`src/design/gbs_pkg.sv`:
```
// ----------------------------------------------------------------------------
// gbs_pkg: shared types and constants for greedy box suppression
// Sizes, the box record, controller states, and the command and status
// bundles that join the controller and the datapath.
// ----------------------------------------------------------------------------
package gbs_pkg;

	localparam int MAX_BOXES  = 64;
	localparam int COORD_BITS = 12;
	localparam int SCORE_BITS = 16;
	localparam int LABEL_BITS = 8;
	localparam int THR_BITS   = 16;

	localparam int IDX_W  = $clog2(MAX_BOXES);
	localparam int CNT_W  = $clog2(MAX_BOXES + 1);
	localparam int EXT_W  = COORD_BITS + 1;
	localparam int AREA_W = 2 * EXT_W;
	localparam int UNI_W  = AREA_W + 1;
	localparam int PROD_W = UNI_W + THR_BITS;

	localparam int PADDR_W = 3;
	localparam int PDATA_W = 32;

	localparam logic [THR_BITS-1:0] THR_RESET = THR_BITS'(29491);

	// Word index of the threshold register.
	localparam logic REG_THR = 1'b0;

	typedef struct packed {
		logic [COORD_BITS-1:0] x1;
		logic [COORD_BITS-1:0] y1;
		logic [COORD_BITS-1:0] x2;
		logic [COORD_BITS-1:0] y2;
		logic [SCORE_BITS-1:0] score;
		logic [LABEL_BITS-1:0] label;
	} box_t;

	typedef enum logic [3:0] {
		ST_LOAD,
		ST_SORT_RD,
		ST_SORT_PIV,
		ST_SORT_RUN,
		ST_SORT_WR,
		ST_NMS_CHK,
		ST_NMS_PIV,
		ST_NMS_AREA,
		ST_NMS_RUN,
		ST_EMIT_CHK,
		ST_EMIT_LD
	} state_t;

	typedef struct packed {
		logic load;
		logic sort_init;
		logic sort_rd;
		logic sort_piv;
		logic sort_run;
		logic sort_wr;
		logic nms_init;
		logic nms_rd;
		logic nms_piv;
		logic nms_area;
		logic nms_run;
		logic nms_next;
		logic emit_init;
		logic emit_skip;
		logic emit_rd;
		logic emit_ld;
		logic finish;
	} cmd_t;

	typedef struct packed {
		logic last_in;
		logic i_done;
		logic j_done;
		logic pipe_empty;
		logic kept_i;
		logic out_free;
	} stat_t;

	// Inclusive pixel extent; an inverted span counts as zero.
	function automatic logic [EXT_W-1:0] ext(input logic [COORD_BITS-1:0] lo,
			input logic [COORD_BITS-1:0] hi);
		logic [EXT_W-1:0] r;
		r = '0;
		if (hi >= lo) begin
			r = EXT_W'(hi) - EXT_W'(lo) + EXT_W'(1);
		end
		return r;
	endfunction

endpackage

```
`src/design/gbs_ctrl.sv`:
```
// ----------------------------------------------------------------------------
// gbs_ctrl: sequencing state machine
// Steps through load, rank sort, suppression and emission, issuing one
// command bundle per cycle to the datapath.
// ----------------------------------------------------------------------------
module gbs_ctrl import gbs_pkg::*; (
	input  logic   clk,
	input  logic   arst_n,
	input  logic   in_valid,
	output logic   in_ready,
	input  stat_t  stat,
	output cmd_t   cmd
);

	state_t state_q, state_d;

	always_ff @(posedge clk or negedge arst_n) begin
		if (!arst_n) begin
			state_q <= ST_LOAD;
		end else begin
			state_q <= state_d;
		end
	end

	always_comb begin
		state_d  = state_q;
		cmd      = '0;
		in_ready = 1'b0;
		unique case (state_q)
			ST_LOAD: begin
				in_ready = 1'b1;
				if (in_valid) begin
					cmd.load = 1'b1;
					if (stat.last_in) begin
						cmd.sort_init = 1'b1;
						state_d       = ST_SORT_RD;
					end
				end
			end
			ST_SORT_RD: begin
				if (stat.i_done) begin
					cmd.nms_init = 1'b1;
					state_d      = ST_NMS_CHK;
				end else begin
					cmd.sort_rd = 1'b1;
					state_d     = ST_SORT_PIV;
				end
			end
			ST_SORT_PIV: begin
				cmd.sort_piv = 1'b1;
				state_d      = ST_SORT_RUN;
			end
			ST_SORT_RUN: begin
				cmd.sort_run = 1'b1;
				if (stat.j_done && stat.pipe_empty) begin
					state_d = ST_SORT_WR;
				end
			end
			ST_SORT_WR: begin
				cmd.sort_wr = 1'b1;
				state_d     = ST_SORT_RD;
			end
			ST_NMS_CHK: begin
				if (stat.i_done) begin
					cmd.emit_init = 1'b1;
					state_d       = ST_EMIT_CHK;
				end else if (!stat.kept_i) begin
					cmd.nms_next = 1'b1;
				end else begin
					cmd.nms_rd = 1'b1;
					state_d    = ST_NMS_PIV;
				end
			end
			ST_NMS_PIV: begin
				cmd.nms_piv = 1'b1;
				state_d     = ST_NMS_AREA;
			end
			ST_NMS_AREA: begin
				cmd.nms_area = 1'b1;
				state_d      = ST_NMS_RUN;
			end
			ST_NMS_RUN: begin
				cmd.nms_run = 1'b1;
				if (stat.j_done && stat.pipe_empty) begin
					cmd.nms_next = 1'b1;
					state_d      = ST_NMS_CHK;
				end
			end
			ST_EMIT_CHK: begin
				if (stat.i_done) begin
					cmd.finish = 1'b1;
					state_d    = ST_LOAD;
				end else if (!stat.kept_i) begin
					cmd.emit_skip = 1'b1;
				end else if (stat.out_free) begin
					cmd.emit_rd = 1'b1;
					state_d     = ST_EMIT_LD;
				end
			end
			ST_EMIT_LD: begin
				cmd.emit_ld = 1'b1;
				state_d     = ST_EMIT_CHK;
			end
			default: begin
				state_d = ST_LOAD;
			end
		endcase
	end

endmodule

```
`config.mk`:
```
export PLATFORM = sky130hd
export DESIGN_NAME = gbs_ctrl
export DESIGN_NICKNAME = d
export VERILOG_FILES = /design/src/design/gbs_pkg.sv /design/src/design/gbs_ctrl.sv
export SDC_FILE = /design/constraint.sdc
export NUM_CORES = 1
export LEC_CHECK = 0
export BUFFER_PORTS_ARGS = -buffer_cell sky130_fd_sc_hd__buf_2
export CAP_MARGIN = 20
export CELL_PAD_IN_SITES_DETAIL_PLACEMENT = 1
export CELL_PAD_IN_SITES_GLOBAL_PLACEMENT = 1
export CORE_MARGIN = 2
export CORE_UTILIZATION = 30
export DETAILED_ROUTE_END_ITERATION = 10
export PLACE_DENSITY = 0.85
export SETUP_SLACK_MARGIN = 0.02
export SYNTH_ARGS = -nofsm -noshare
export SYNTH_HDL_FRONTEND = slang
export SYNTH_SLANG_ARGS = --single-unit
export TNS_END_PERCENT = 1
```
`constraint.sdc`:
```
create_clock -name clk -period 3.98 [get_ports clk]
set_input_delay 0.398 -clock clk [delete_from_list [all_inputs] [get_ports clk]]
set_output_delay 0.398 -clock clk [all_outputs]
set_load 0.01 [all_outputs]
```
==> out/qor.csv <==
metric,value,unit
critical register-to-register path endpoint,state_q[0]$_DFFE_PN0P_,
Internal Power,0.0002129,W
share of cells above drive strength 1,0.3438,
slew at the pin closest to its max-slew limit,0.5831,ns
sequential area share after synthesis,0.1980,
H-tree depth reported by CTS,1,
GRT Util Overall,0.1727,
data required time of the worst path,3.58,ns
die height,45.05,um
data arrival time of the critical path,1.86,ns
final cell utilization of the core,0.4294,
core footprint,0.001541,mm^2
skew final,0.003061,ns
number of buffers on the longest clock path,2,
post-synthesis instance total,72,
GR Overflow Total,0,
Worst R2R Path Depth,4,
Largest register FFs,4,
top register by number of flip-flops,state_q,
part of the power in the clock network,0.123,
Post-CTS Resized,0,
Reg2Reg Setup Slack,2.11,ns
post-synth cell types,32,
area of the mapped netlist,505.5,um^2
Iter 0 DRT Violations,6,
Placement Rows,14,
first-pass iteration count of the detailed router,4,
leakage power summed over all cells,0.3287,nW
average wire length per cell after detail routing,13.78,um
DRC violation count after routing,0,
minimum period implied by the final worst setup slack,2.261,ns
"wirelength, routed",1543,um
"FF+latch count, synth",4,
vias after detailed routing,613,
status,finished clean,
startpoint of the most critical register-to-register path,state_q[0]$_DFFE_PN0P_,
switching share of power,0.4924,
TritonCTS clock tree,yes,
YS warnings,0,
Tightest Hold Check Type,input pin to asynchronous set/reset pin,
source-to-sink clock delay at the later pin of the worst-skew pair,0.24,ns
antenna diode instance count,0,
cell taking the most area after synthesis,sky130_fd_sc_hd__dfrtp_1,
HPWL after DPL,1203,um
number of pins with negative max-slew slack in the final report,0,
critical path launch point type,flop,
sequential share of power,0.278,
combinational share of power,0.599,
number of nets at the end of the flow,107,
remaining max-slew budget at the tightest pin,0.6077,
die span in x,45.05,um
critical path endpoint category,output port,
final setup margin,1.719,ns
crit path kind,flop to output port,
net switching power,0.0002066,W
die footprint,0.002030,mm^2
clock-pin slew on the worst setup and hold paths,0.04,ns
TritonCTS buffer count,3,
antenna violations before repair,0,
initial cell density of the core,0.3279,
number of buffers inserted by port buffering,26,
endpoint of the worst setup timing path,cmd[5],
Power per Cell Area,633.8,mW/mm^2
Total Neg Setup Slack,0,ns
number of sinks on the clock net,4,
"Area growth, synth to finish",30.94,%
average vias per placed instance,5.473,
source of the critical timing path,state_q[0]$_DFFE_PN0P_,
period utilization,0.5680,
clock tree root buffer cell,sky130_fd_sc_hd__clkbuf_4,
Final setup viols,0,
registers with the most flip-flops,state_q: 4 flops,
vias in the first global route,573,
post-synthesis area per instance,7.021,um^2
largest net degree at the start of global routing,17,
final antenna-violating net count,0,
area share of the leading cell type in the synthesized netlist,0.1980,
total count of hold-check failures in the final report,0,
Synthesized Nets,81,
IO Pins,27,
worst slack on hold paths,0.4908,ns
final weighted congestion in routability-driven placement,0.8585,
wire length of the first global-routing pass,2553,um
setup repair after global routing missed its margin,no,
synth top area cells,"sky130_fd_sc_hd__dfrtp_1 (20%), sky130_fd_sc_hd__nor3_1 (6.9%), sky130_fd_sc_hd__nand2_1 (6.7%)",
overall power after layout,0.0004195,W
Max-Cap Viols,0,
fmax,442.3,MHz
VDD IR-drop max,217.8,uV
worst-path fanout max,16,
Placement Setup Slack,1.963,ns
[how the worst min path moves through the flow]
stage	cells past startpoint	start	to
after floorplan	0	arst_n	state_q[0]$_DFFE_PN0P_
after global placement	1	arst_n	state_q[1]$_DFFE_PN0P_
after detailed placement	1	arst_n	state_q[0]$_DFFE_PN0P_
after CTS	2	arst_n	state_q[1]$_DFFE_PN0P_
after global routing	2	arst_n	state_q[1]$_DFFE_PN0P_
final	2	arst_n	state_q[1]$_DFFE_PN0P_
[layout make-up]
class / count / area (um^2)
Clock buffer: 3 / 22.52
Fill cell: 217 / 879.6
Inverter: 3 / 11.26
Multi-Input combinational cell: 59 / 367.9
Sequential cell: 4 / 100.1
Tap cell: 16 / 20.02
Timing Repair Buffer: 27 / 140.1
[per-layer routing]
layer  track usage  vias up  routed length [um]
met4       0.08824        0                   0
met5             0        -                   0
met2        0.2857       22                 762
met3       0.02400        0                 107
met1        0.2173      284                 673
li1              -      307                   -
[power groups by stage]
stage,logic (W),clock network [W],registers (W)
floorplan,0.000225,0,0.0000741
global placement,0.000248,0,0.000113
detailed placement,0.000253,0,0.000116
CTS,0.000255,0.0000528,0.000115
global route,0.000285,0.0000553,0.000124
finish,0.000251,0.0000517,0.000116
[logic make-up (layout without fill, tap and decap cells)]
logic type      after synthesis  in the layout  share of synthesized area
simple gates                 46             46                     0.5075
flops                         4              4                     0.1980
xor+xnor                      1              1                    0.01733
compound gates               12             12                     0.2030
buf+inv                       9             33                    0.07425
[worst max-delay path, cell delays in order (launching register included)]
cell and delay, ns:
sky130_fd_sc_hd__dfrtp_1 0.61, sky130_fd_sc_hd__or3b_1 0.49, sky130_fd_sc_hd__or2_2 0.34, sky130_fd_sc_hd__nand2_1 0.06, sky130_fd_sc_hd__buf_2 0.12
[what timing repair did]
action / in CTS / in global routing
hold buffers: 1 / 0
setup endpoints to repair: 0 / 0
buffers inserted: 0 / 0
hold endpoints to repair: 4 / 0
[cell usage after synthesis, drive strengths merged]
master,instances
or2b,1
dfrtp,4
nand3,1
buf,3
xnor2,1
nor4b,2
and2,2
o31ai,2
a21oi,1
or2,1
nor4,1
or3,1
and3,1
nor3,7
clkbuf,3
o221ai,1
inv,3
nand2b,5
o2bb2ai,1
nor2,7
o22a,1
nor2b,1
a2bb2oi,1
a221oi,1
nand3b,4
o21a,1
a221o,1
nand2,9
o21ai,1
or3b,3
o32a,1
[stage by stage]
step	instances	area, um^2
3_3_place_gp	108	629.4
5_1_grt	112	661.9
4_1_cts	112	661.9
6_report	112	661.9
3_5_place_dp	108	629.4
2_1_floorplan	72	505.5
[cells in the final DEF, fill, tap and decap left out, types with 2 or more instances in the layout]
cell type                  instances
sky130_fd_sc_hd__inv_1             3
sky130_fd_sc_hd__nor4b_1           2
sky130_fd_sc_hd__nand2_1           9
sky130_fd_sc_hd__dfrtp_1           4
sky130_fd_sc_hd__buf_2            26
sky130_fd_sc_hd__nand2b_1          5
sky130_fd_sc_hd__nor3_1            7
sky130_fd_sc_hd__and2_1            2
sky130_fd_sc_hd__clkbuf_4          3
sky130_fd_sc_hd__nand3b_1          4
sky130_fd_sc_hd__nor2_1            7
sky130_fd_sc_hd__o31ai_1           2
sky130_fd_sc_hd__or3b_2            2
Note: power is estimated with default switching activity, not from simulation.
